File: src/rtl/pfds_pkg.sv
// shared types, constants and helpers for the pwm divider search
package pfds_pkg;

  // field and register widths
  localparam int unsigned WORD_W      = 32;
  localparam int unsigned CODE_W      = 3;
  localparam int unsigned TOTAL_W     = 11;
  localparam int unsigned PERIOD_W    = 17;
  localparam int unsigned REG_W       = 16;
  localparam int unsigned FAST_W      = 4;
  localparam int unsigned CFG_IDX_W   = 1;
  localparam int unsigned STEP_CNT_W  = 5;

  // divider search defaults and limits
  localparam int unsigned DIV_CODES_DEF = 8;
  localparam logic [TOTAL_W-1:0]  DIV_BOUND    = TOTAL_W'(1792);
  localparam logic [WORD_W-1:0]   PERIOD_LIMIT = WORD_W'(65536);
  localparam logic [WORD_W-1:0]   CLOCK_RESET  = WORD_W'(125000000);
  localparam logic [WORD_W-1:0]   MAX_OUT_RESET = WORD_W'(62500000);
  localparam logic [WORD_W-1:0]   FREQ_RESET   = '1;

  // configuration register indexes
  localparam logic [CFG_IDX_W-1:0] CFG_INPUT_CLOCK = 1'b0;
  localparam logic [CFG_IDX_W-1:0] CFG_MAX_OUTPUT  = 1'b1;

  // sequencer states
  typedef enum logic [2:0] {
    ST_IDLE,
    ST_PREP,
    ST_DIV,
    ST_EVAL,
    ST_DONE
  } state_t;

  // high-speed divider ratio: 1 for code 0, else twice the code
  function automatic logic [FAST_W-1:0] fast_divide(input logic [CODE_W-1:0] code);
    logic [FAST_W-1:0] ratio;
    if (code == '0) begin
      ratio = FAST_W'(1);
    end else begin
      ratio = {code, 1'b0};
    end
    return ratio;
  endfunction

endpackage

File: src/rtl/pwm_frequency_divider_search.sv
// pwm divider search: picks prescaler codes and period for a polled frequency
//
// Input channel (in_valid/in_stall/in_freq_hz) takes one polled frequency.
// A frequency equal to the last one seen produces no result; after reset the
// last value is all ones. Zero gives a force-low result right away. Any other
// value is capped at max_output_hz and each divider pair is tried in turn.
// A pair is skipped in its setup state when the product overflows, the
// divisor is zero or its total divide is no better; a pair that is tried
// goes through one setup, a bit-serial restoring divider that produces one
// quotient bit per cycle, and one evaluation step. Each divider has 8 codes
// by default.
// The result (out_valid/out_stall and the out_ fields) sits in an output
// register; in_stall is high while a search runs or while a finished search
// waits for that register to empty, and low again once the result is stored,
// so the next frequency is taken while the receiver still stalls.
// Configuration writes (cfg_we/cfg_index/cfg_wdata) take effect at once and
// belong only in idle periods, with no search running.
// Synchronous reset restores the default clock and cap and empties the
// output register.
module pwm_frequency_divider_search #(
  parameter int unsigned DIV_CODES = pfds_pkg::DIV_CODES_DEF
) (
  input  logic                             clk,
  input  logic                             rst_n,
  // configuration write port
  input  logic                             cfg_we,
  input  logic [pfds_pkg::CFG_IDX_W-1:0]   cfg_index,
  input  logic [pfds_pkg::WORD_W-1:0]      cfg_wdata,
  // frequency input
  input  logic                             in_valid,
  output logic                             in_stall,
  input  logic [pfds_pkg::WORD_W-1:0]      in_freq_hz,
  // result output
  output logic                             out_valid,
  input  logic                             out_stall,
  output logic                             out_force_low,
  output logic                             out_apply,
  output logic [pfds_pkg::REG_W-1:0]       out_period_value,
  output logic [pfds_pkg::REG_W-1:0]       out_compare_value,
  output logic [pfds_pkg::CODE_W-1:0]      out_clock_div_code,
  output logic [pfds_pkg::CODE_W-1:0]      out_fast_div_code
);

  localparam int unsigned WORD_W   = pfds_pkg::WORD_W;
  localparam int unsigned CODE_W   = pfds_pkg::CODE_W;
  localparam int unsigned TOTAL_W  = pfds_pkg::TOTAL_W;
  localparam int unsigned PERIOD_W = pfds_pkg::PERIOD_W;
  localparam int unsigned REG_W    = pfds_pkg::REG_W;
  localparam int unsigned FAST_W   = pfds_pkg::FAST_W;
  localparam int unsigned CNT_W    = pfds_pkg::STEP_CNT_W;
  localparam int unsigned MUL_W    = WORD_W + FAST_W;
  localparam int unsigned SHIFT_W  = MUL_W + (1 << CODE_W) - 1;
  localparam logic [CODE_W-1:0] CODE_LAST = CODE_W'(DIV_CODES - 1);
  localparam logic [CNT_W-1:0]  STEP_LAST = CNT_W'(WORD_W - 1);

  // state and registers
  pfds_pkg::state_t state_r, state_nxt;
  logic [WORD_W-1:0]   clk_hz_r, clk_hz_nxt;
  logic [WORD_W-1:0]   max_hz_r, max_hz_nxt;
  logic [WORD_W-1:0]   prev_r, prev_nxt;
  logic [WORD_W-1:0]   freq_r, freq_nxt;
  logic [CODE_W-1:0]   c_r, c_nxt;
  logic [CODE_W-1:0]   h_r, h_nxt;
  logic [TOTAL_W-1:0]  best_total_r, best_total_nxt;
  logic [PERIOD_W-1:0] best_period_r, best_period_nxt;
  logic [CODE_W-1:0]   best_c_r, best_c_nxt;
  logic [CODE_W-1:0]   best_h_r, best_h_nxt;
  logic                force_r, force_nxt;
  logic [WORD_W-1:0]   div_r, div_nxt;
  logic [WORD_W-1:0]   rem_r, rem_nxt;
  logic [WORD_W-1:0]   dvd_r, dvd_nxt;
  logic [CNT_W-1:0]    cnt_r, cnt_nxt;
  logic                out_valid_r, out_valid_nxt;
  logic                out_force_r, out_force_nxt;
  logic                out_apply_r, out_apply_nxt;
  logic [REG_W-1:0]    out_period_r, out_period_nxt;
  logic [REG_W-1:0]    out_compare_r, out_compare_nxt;
  logic [CODE_W-1:0]   out_clk_code_r, out_clk_code_nxt;
  logic [CODE_W-1:0]   out_fast_code_r, out_fast_code_nxt;

  // per-pair arithmetic
  logic [FAST_W-1:0]  fast_ratio;
  logic [TOTAL_W-1:0] pair_total;
  logic [MUL_W-1:0]   freq_mul;
  logic [SHIFT_W-1:0] divisor_full;
  logic               pair_skip;
  logic               pair_last;
  logic [WORD_W:0]    rem_shift;
  logic [WORD_W:0]    rem_diff;
  logic               rem_ge;
  logic               in_xfer;
  logic               out_xfer;
  logic [PERIOD_W-1:0] period_m1;

  assign fast_ratio   = pfds_pkg::fast_divide(h_r);
  assign pair_total   = TOTAL_W'(fast_ratio) << c_r;
  assign freq_mul     = MUL_W'(freq_r) * MUL_W'(fast_ratio);
  assign divisor_full = SHIFT_W'(freq_mul) << c_r;
  assign pair_skip    = (|divisor_full[SHIFT_W-1:WORD_W])
                      || (divisor_full[WORD_W-1:0] == '0)
                      || (pair_total >= best_total_r);
  assign pair_last    = (c_r == CODE_LAST) && (h_r == CODE_LAST);

  // one restoring divide step
  assign rem_shift = {rem_r, dvd_r[WORD_W-1]};
  assign rem_diff  = rem_shift - {1'b0, div_r};
  assign rem_ge    = !rem_diff[WORD_W];

  assign period_m1 = best_period_r - PERIOD_W'(1);

  assign in_stall = (state_r != pfds_pkg::ST_IDLE);
  assign in_xfer  = in_valid && !in_stall;
  assign out_xfer = out_valid_r && !out_stall;

  // sequencer and datapath next values
  always_comb begin
    state_nxt         = state_r;
    clk_hz_nxt        = clk_hz_r;
    max_hz_nxt        = max_hz_r;
    prev_nxt          = prev_r;
    freq_nxt          = freq_r;
    c_nxt             = c_r;
    h_nxt             = h_r;
    best_total_nxt    = best_total_r;
    best_period_nxt   = best_period_r;
    best_c_nxt        = best_c_r;
    best_h_nxt        = best_h_r;
    force_nxt         = force_r;
    div_nxt           = div_r;
    rem_nxt           = rem_r;
    dvd_nxt           = dvd_r;
    cnt_nxt           = cnt_r;
    out_valid_nxt     = out_xfer ? 1'b0 : out_valid_r;
    out_force_nxt     = out_force_r;
    out_apply_nxt     = out_apply_r;
    out_period_nxt    = out_period_r;
    out_compare_nxt   = out_compare_r;
    out_clk_code_nxt  = out_clk_code_r;
    out_fast_code_nxt = out_fast_code_r;

    // configuration writes
    if (cfg_we) begin
      case (cfg_index)
        pfds_pkg::CFG_INPUT_CLOCK: clk_hz_nxt = cfg_wdata;
        pfds_pkg::CFG_MAX_OUTPUT:  max_hz_nxt = cfg_wdata;
        default: ;
      endcase
    end

    case (state_r)
      pfds_pkg::ST_IDLE: begin
        if (in_xfer && (in_freq_hz != prev_r)) begin
          prev_nxt        = in_freq_hz;
          freq_nxt        = (in_freq_hz > max_hz_r) ? max_hz_r : in_freq_hz;
          c_nxt           = '0;
          h_nxt           = '0;
          best_total_nxt  = pfds_pkg::DIV_BOUND;
          best_period_nxt = '0;
          best_c_nxt      = '0;
          best_h_nxt      = '0;
          if (in_freq_hz == '0) begin
            force_nxt = 1'b1;
            state_nxt = pfds_pkg::ST_DONE;
          end else begin
            force_nxt = 1'b0;
            state_nxt = pfds_pkg::ST_PREP;
          end
        end
      end

      pfds_pkg::ST_PREP: begin
        if (pair_skip) begin
          if (pair_last) begin
            state_nxt = pfds_pkg::ST_DONE;
          end else if (h_r == CODE_LAST) begin
            h_nxt = '0;
            c_nxt = c_r + CODE_W'(1);
          end else begin
            h_nxt = h_r + CODE_W'(1);
          end
        end else begin
          div_nxt   = divisor_full[WORD_W-1:0];
          rem_nxt   = '0;
          dvd_nxt   = clk_hz_r;
          cnt_nxt   = '0;
          state_nxt = pfds_pkg::ST_DIV;
        end
      end

      // quotient bits shift in at the bottom of the dividend register
      pfds_pkg::ST_DIV: begin
        rem_nxt = rem_ge ? rem_diff[WORD_W-1:0] : rem_shift[WORD_W-1:0];
        dvd_nxt = {dvd_r[WORD_W-2:0], rem_ge};
        cnt_nxt = cnt_r + CNT_W'(1);
        if (cnt_r == STEP_LAST) begin
          state_nxt = pfds_pkg::ST_EVAL;
        end
      end

      pfds_pkg::ST_EVAL: begin
        if (dvd_r <= pfds_pkg::PERIOD_LIMIT) begin
          best_total_nxt  = pair_total;
          best_period_nxt = dvd_r[PERIOD_W-1:0];
          best_c_nxt      = c_r;
          best_h_nxt      = h_r;
        end
        if (pair_last) begin
          state_nxt = pfds_pkg::ST_DONE;
        end else begin
          state_nxt = pfds_pkg::ST_PREP;
          if (h_r == CODE_LAST) begin
            h_nxt = '0;
            c_nxt = c_r + CODE_W'(1);
          end else begin
            h_nxt = h_r + CODE_W'(1);
          end
        end
      end

      // load the output register once it is free
      pfds_pkg::ST_DONE: begin
        if (!out_valid_r || !out_stall) begin
          out_valid_nxt = 1'b1;
          out_force_nxt = force_r;
          if (best_period_r != '0) begin
            out_apply_nxt     = 1'b1;
            out_period_nxt    = period_m1[REG_W-1:0];
            out_compare_nxt   = best_period_r[REG_W:1];
            out_clk_code_nxt  = best_c_r;
            out_fast_code_nxt = best_h_r;
          end else begin
            out_apply_nxt     = 1'b0;
            out_period_nxt    = '0;
            out_compare_nxt   = '0;
            out_clk_code_nxt  = '0;
            out_fast_code_nxt = '0;
          end
          state_nxt = pfds_pkg::ST_IDLE;
        end
      end

      default: begin
        state_nxt = pfds_pkg::ST_IDLE;
      end
    endcase
  end

  // control registers
  always_ff @(posedge clk) begin
    if (!rst_n) begin
      state_r     <= pfds_pkg::ST_IDLE;
      clk_hz_r    <= pfds_pkg::CLOCK_RESET;
      max_hz_r    <= pfds_pkg::MAX_OUT_RESET;
      prev_r      <= pfds_pkg::FREQ_RESET;
      out_valid_r <= 1'b0;
    end else begin
      state_r     <= state_nxt;
      clk_hz_r    <= clk_hz_nxt;
      max_hz_r    <= max_hz_nxt;
      prev_r      <= prev_nxt;
      out_valid_r <= out_valid_nxt;
    end
  end

  // payload registers
  always_ff @(posedge clk) begin
    freq_r          <= freq_nxt;
    c_r             <= c_nxt;
    h_r             <= h_nxt;
    best_total_r    <= best_total_nxt;
    best_period_r   <= best_period_nxt;
    best_c_r        <= best_c_nxt;
    best_h_r        <= best_h_nxt;
    force_r         <= force_nxt;
    div_r           <= div_nxt;
    rem_r           <= rem_nxt;
    dvd_r           <= dvd_nxt;
    cnt_r           <= cnt_nxt;
    out_force_r     <= out_force_nxt;
    out_apply_r     <= out_apply_nxt;
    out_period_r    <= out_period_nxt;
    out_compare_r   <= out_compare_nxt;
    out_clk_code_r  <= out_clk_code_nxt;
    out_fast_code_r <= out_fast_code_nxt;
  end

  // result ports
  assign out_valid          = out_valid_r;
  assign out_force_low      = out_force_r;
  assign out_apply          = out_apply_r;
  assign out_period_value   = out_period_r;
  assign out_compare_value  = out_compare_r;
  assign out_clock_div_code = out_clk_code_r;
  assign out_fast_div_code  = out_fast_code_r;

endmodule
File: config.mk
export PLATFORM = sky130hd
export DESIGN_NAME = pwm_frequency_divider_search
export DESIGN_NICKNAME = d
export VERILOG_FILES = /design/src/rtl/pfds_pkg.sv /design/src/rtl/pwm_frequency_divider_search.sv
export SDC_FILE = /design/constraint.sdc
export NUM_CORES = 1
export LEC_CHECK = 0
export BUFFER_PORTS_ARGS = -buffer_cell sky130_fd_sc_hd__buf_2
export CAP_MARGIN = 0
export CORE_MARGIN = 2
export CORE_UTILIZATION = 45
export CTS_BUF_LIST = sky130_fd_sc_hd__clkbuf_2
export CTS_CLUSTER_SIZE = 8
export DETAILED_ROUTE_END_ITERATION = 10
export PLACE_DENSITY = 0.71
export SYNTH_ARGS = -nofsm -noshare
export SYNTH_HDL_FRONTEND = slang
export SYNTH_SLANG_ARGS = --single-unit
File: constraint.sdc
create_clock -name clk -period 18.8 [get_ports clk]
set_clock_uncertainty 0.05 [all_clocks]
set_input_delay 0.94 -clock clk [delete_from_list [all_inputs] [get_ports clk]]
set_output_delay 0.94 -clock clk [all_outputs]
set_load 0.03 [all_outputs]
; ---- After elaboration in Yosys (flattened, before gate mapping)
; Cells that the tools add are included.
[op_classes]
addsub = 5
n_mul = 1
magnitude_cmp = 3
eq_ne = 15
n_shift = 2
muxes = 41
bitwise_logic = 2
reduce_logical = 30
[ops]
columns = op, count
row1 = 32-bit 2-to-1 mux, 4
row2 = 32-bit case mux with 2 select lines, 2
row3 = 32-bit logical NOT, 2
row4 = 3-bit 2-to-1 mux, 16
row5 = 36-bit by 3-bit left shift with 43-bit output, 1
row6 = 32-bit by 4-bit multiplier with 36-bit output, 1
row7 = 17-bit 2-to-1 mux, 2
row8 = 17-bit case mux with 2 select lines, 1
row9 = 33-bit by 32-bit subtractor with 33-bit output, 1
row10 = 32-bit > comparator, 1
row11 = "32-bit by 17-bit less-or-equal comparator with 1-bit output, second input constant", 1
row12 = 32-bit != test, 1
row13 = 11-bit 2-to-1 mux, 2
row14 = 11-bit case mux with 2 select lines, 1
row15 = 3-bit case mux with 3 select lines, 2
row16 = 17-bit nonzero test, 1
row17 = "16-bit by 1-bit subtractor with 16-bit output, second input constant", 1
row18 = 3-bit case mux with 5 select lines, 1
row19 = "2-bit != test, second input constant", 6
row20 = 3-bit case mux with 2 select lines, 2
row21 = 2-bit AND reduction, 6
row22 = 11-bit greater-or-equal comparator, 1
row23 = 11-bit OR reduction, 1
row24 = 4-bit by 3-bit left shift with 11-bit output, 1
row25 = other kinds (20), 41
[totals]
register_bits = 314
in_bits = 70
output_inout_bits = 42
word_cells = 122

; ---- Depth between registers and ports, before layout
[logic_depth]
depth_word = 9
ltp_mapped = 25
mapped_depth_nobuf = 24

; ---- Least setup slack after synthesis
; No wires, ideal clock.
[synth_path]
path_type = register to register
start = register h_r[0]
end = register cnt_r[0], enable pin
setup_time_ns = 0.600
arrival_ns = 10.356
required_time_ns = 18.150
slack_ns = 7.793
stages_incl_launch_ff = 25
n_path_buf = 3
synth_period_minus_slack_ns = 11.007
cell_sequence = edfxtp_1 inv_1 ha_1 nand2b_1 clkbuf_1 clkbuf_1 nand3_1 fa_1 inv_1 fa_1 inv_1 fa_1 nand2b_1 buf_2 a21o_1 a21oi_1 a211o_1 a21oi_1 o31a_1 xnor2_1 a2111oi_0 a21o_1 or4bb_1 o21ai_2 o31ai_1
[synth_via]
elab_chain_len = 9
word_cells_on_any_way = 12
classes_between = mul: 1 / order compare: 1 / eq/ne: 1 / shift: 2 / mux: 1 / reduce/logical: 6
[synth_lines]
columns = element, line
row1 = "start, declared", pwm_frequency_divider_search.sv:63  ; logic [CODE_W-1:0] h_r, h_nxt;
row2 = "start signal, assigned", pwm_frequency_divider_search.sv:269  ; h_r <= h_nxt;
row3 = 3-bit logical NOT, pfds_pkg.sv:38  ; if (code == '0) begin
row4 = 4-bit 2-to-1 mux (*), pfds_pkg.sv:38
row5 = 32-bit by 4-bit multiplier with 36-bit output (*), pwm_frequency_divider_search.sv:97  ; assign freq_mul = MUL_W'(freq_r) * MUL_W'(fast_ratio);
row6 = 36-bit by 3-bit left shift with 43-bit output (*), pwm_frequency_divider_search.sv:98  ; assign divisor_full = SHIFT_W'(freq_mul) << c_r;
row7 = named net divisor_full[31], pwm_frequency_divider_search.sv:85  ; logic [SHIFT_W-1:0] divisor_full;
row8 = 32-bit logical NOT (*), pwm_frequency_divider_search.sv:100  ; || (divisor_full[WORD_W-1:0] == '0)
row9 = 1-bit logical OR (*), pwm_frequency_divider_search.sv:100
row10 = 1-bit logical OR (*), pwm_frequency_divider_search.sv:101  ; || (pair_total >= best_total_r);
row11 = 2-bit != test (no line) (*), n/a
row12 = 2-bit AND reduction (no line) (*), n/a
row13 = "end signal, assigned", pwm_frequency_divider_search.sv:278  ; cnt_r <= cnt_nxt;
row14 = "end, declared", pwm_frequency_divider_search.sv:72  ; logic [CNT_W-1:0] cnt_r, cnt_nxt;
; The timed path passes the listed nets; every way through them passes the cells marked *.
; A chain may end at the register's enable or synchronous reset.

; ---- Worst setup path after layout
[layout_path]
start = register h_r[1]
end = register rem_r[13], enable pin
[layout_via]
elab_chain_len = 9
word_cells_on_any_way = 12
classes_between = mul: 1 / order compare: 1 / eq/ne: 1 / shift: 2 / mux: 1 / reduce/logical: 6
[layout_lines]
columns = element, line
row1 = 3-bit logical NOT, pfds_pkg.sv:38
row2 = 4-bit 2-to-1 mux (*), pfds_pkg.sv:38
row3 = 32-bit by 4-bit multiplier with 36-bit output, pwm_frequency_divider_search.sv:97
row4 = 36-bit by 3-bit left shift with 43-bit output, pwm_frequency_divider_search.sv:98
row5 = 32-bit logical NOT or 11-bit OR reduction (tied branches), "pwm_frequency_divider_search.sv:100, pwm_frequency_divider_search.sv:99"
row6 = 1-bit logical OR, pwm_frequency_divider_search.sv:100
row7 = 1-bit logical OR (*), pwm_frequency_divider_search.sv:101
row8 = 2-bit != test (no line) (*), n/a
row9 = 2-bit AND reduction (no line) (*), n/a
row10 = "end signal, assigned", pwm_frequency_divider_search.sv:276  ; rem_r <= rem_nxt;
row11 = "end, declared", pwm_frequency_divider_search.sv:70  ; logic [WORD_W-1:0] rem_r, rem_nxt;
; Every way passes the cells marked *; elsewhere a longest branch is shown, timed or not.

==> reports/qor.yml <==
die:
  start_util_pct: 45.2
  die-width_um: 225
  rows: 81
  ios: 112
  die_area_um2: 50700
  coreArea_um2: 48600
  die_y_um: 225
grt:
  grt_pass1_wl_mm: 91.9
  grt_max_degree: 101
  gr-total-overflow: 0
  grt_util_all_layers_pct: 22.6
  grt_pass1_vias: 17600
  antenna_found_initial: 2
setup_path:
  crit_path_cell_trace: "inv_1 > ha_1 > nand2b_1 > buf_4 > nand3_1 > fa_1 > inv_1 > fa_1 > inv_1 > fa_1 > nand2b_1 > a21o_1 > a21oi_1 > o21ai_1 > xnor2_1 > mux4_2 > a211oi_1 > nand4_1 > a2111oi_0 > or4bb_1 > o21ai_2 > o31ai_4 > buf_4"
  path_delay_family: "compound AO/OA/AOI/OAI gates"
  cpPeakStageDelay_ns: 0.98
  critPathBufInv: 5
  endpoint_kind: "register"
  crit_fanout: 70
  worstPathArrival_ns: 9.16
  critPathLaunchType: "register"
  required_ns: 19.34
  critPathKind: "register to register"
  slowest_stage: "edfxtp_1"
job:
  cap_violations: 0
detailed_routing:
  wl_mm: 56.7
  drt_first_pass_iters: 5
  vias_per_cell: 5.65
  drtIter0Drc: 1585
  avgRoutedWirePerCell_um: 17.7
  drc: 0
  drtAntennaViolNets: 0
  vias: 18100
final_layout:
  multiInputGateArea_um2: 12300
  nets: 2770
  drive_gt1_share_pct: 14.8
  regArea_um2: 8430
  final_common_cell: "nand2_1"
  final_cell_mix: "nand2_1, inv_1, edfxtp_1"
  n_fill_cell: 4553
  area.growth.synth_to_final_pct: 9.24
synth:
  postSynth.asyncResetShare_pct: 0
  synth_cell_types: 82
  yosysWarningCount: 0
  synth_seq_cells: 314
  avgSynthCellArea_um2: 9.09
  synth_edf_count: 214
  syn_nets: 2674
  ys_seq_area_share_pct: 38.3
  syn_area_um2: 22000
  syn-instance-count: 2420
  synth_top_flop_cell: "edfxtp_1"
clocking:
  clk_path_buf_depth: 3
  cts_setup_buffers: 0
  clockRootBuffer: "clkbuf_2"
  cts_tree: "yes"
  clock-sinks: 314
  cts-buffers-inserted: 81
  clock_latency_ns: 1.06
  cts.clk_slew.worst_paths_ns: 0.11
  htree_levels: 3
  cts_resized: 0
placement:
  numPortBuffers: 111
  globalplace.congestion: 0.912
  hpwl_mm: 41.5
timing:
  fin_crit_sh_pct: 45.9
  slew_viol_final: 0
  finalHoldViolCount: 0
  worstMarginPinSlew_ns: 1.26
  fin_setup_tns_ns: 0
  clock.fmax_mhz: 116
  fin_crit_ns: 8.62
  maxSlewHeadroom_pct: 15.5
  rsz0062_at_grt: "false"
  setup_viol: 0
outcome:
  status: "completed"
min_path:
  holdCritPathClass: "input pin to register"
==> kinds of logic (layout without fill, tap and decap cells) <==
group	count (synthesis)	count (layout)	synth area share [%]
AO/OA/AOI/OAI	475	475	14.4
flip-flops	314	314	38.3
XOR/XNOR	93	93	3.70
buffers and inverters	366	519	6.28
adder cells (fa/ha/maj)	184	184	12.5
multiplexers	94	94	4.92
AND/OR/NAND/NOR	894	894	19.9
other	0	3	0
==> cell usage after synthesis, types with 36 or more instances <==
cell      number  area share, %
nor2_1       116            2.0
ha_1         123            7.0
and3_1        73            2.1
fa_1          61            5.6
a21boi_0      43            1.5
xor2_1        51            2.0
xnor2_1       42            1.7
o21ai_0       68            1.5
nand3_1       74            1.7
a21o_1        37            1.3
nor3_1        36           0.82
dfxtp_1      100            9.1
and2_1        69            2.0
nand2_1      344            5.9
inv_1        221            3.8
mux2_2        73            3.7
a21oi_1      139            3.2
edfxtp_1     214             29
clkbuf_1     128            2.2
==> layer usage <==
layer	track usage [%]	wire length, um	vias to the layer above
met4	8.69	1770	0
met2	36.3	26300	610
met1	30.7	25400	8631
met3	3.74	3240	112
met5	0	0	-
li1	-	-	8717
==> path summary, 6_finish.rpt <==
path                 startpoint  depth (start not counted)  slack, ns            to
setup reg to reg         h_r[1]                         23      10.18     rem_r[13]
hold reg to reg     clk_hz_r[7]                          2       0.42   clk_hz_r[7]
setup / recovery         h_r[1]                         23      10.18     rem_r[13]
hold / removal    cfg_wdata[13]                          3       0.13  clk_hz_r[13]
==> area by class of cell <==
type	count	share of cell area [%]
Clock buffer	124	2.58
Clock inverter	16	0.588
Sequential cell	314	35.1
Multi-Input combinational cell	1740	51.0
Timing Repair Buffer	158	4.06
Tap cell	622	3.24
Antenna cell	3	0.0312
Inverter	221	3.45
==> worst reg2reg max path, delay by kind of cell, from the launching register on <==
kind / cells / cell delay [ns]
multiplexers: 1 / 0.50
adder cells (fa/ha/maj): 4 / 1.88
flip-flops: 1 / 0.98
XOR/XNOR: 1 / 0.20
buffers and inverters: 5 / 1.28
AO/OA/AOI/OAI: 7 / 2.12
AND/OR/NAND/NOR: 5 / 1.16
==> timing repair <==
| item | 4_1_cts | 5_1_grt |
|---|---|---|
| endpoints found under the hold margin | 41 | 0 |
| hold buffers | 27 | 0 |
| endpoints found under the setup margin | 0 | 0 |
==> registers in the layout, summed over array words and instances, names as in the netlist, 3 cells and up <==
name	count
clk_hz_r	32
best_h_r	3
rem_r	32
prev_r	32
out_period_value	16
best_total_r	11
best_period_r	17
out_clock_div_code	3
c_r	3
cnt_r	5
h_r	3
freq_r	32
max_hz_r	32
div_r	32
best_c_r	3
out_compare_value	16
out_fast_div_code	3
state_r	3
dvd_r	32
==> through the flow <==
stage          instance area, um2  worst slack, ns  util, %  hold WS [ns]  std cells
3_3_place_gp                23000            10.55     47.3         0.401       3028
3_5_place_dp                23000            10.34     47.3         0.406       3028
6_report                    24000            10.18     49.4         0.131       3198
2_1_floorplan               22000             7.79        -         0.350       2420
5_1_grt                     24000             9.63     49.4        0.0407       3198
4_1_cts                     24000            10.34     49.4       0.00151       3195
Power is not shown: default switching activity piles up to over one toggle a cycle in this logic, so the estimate is an artifact.
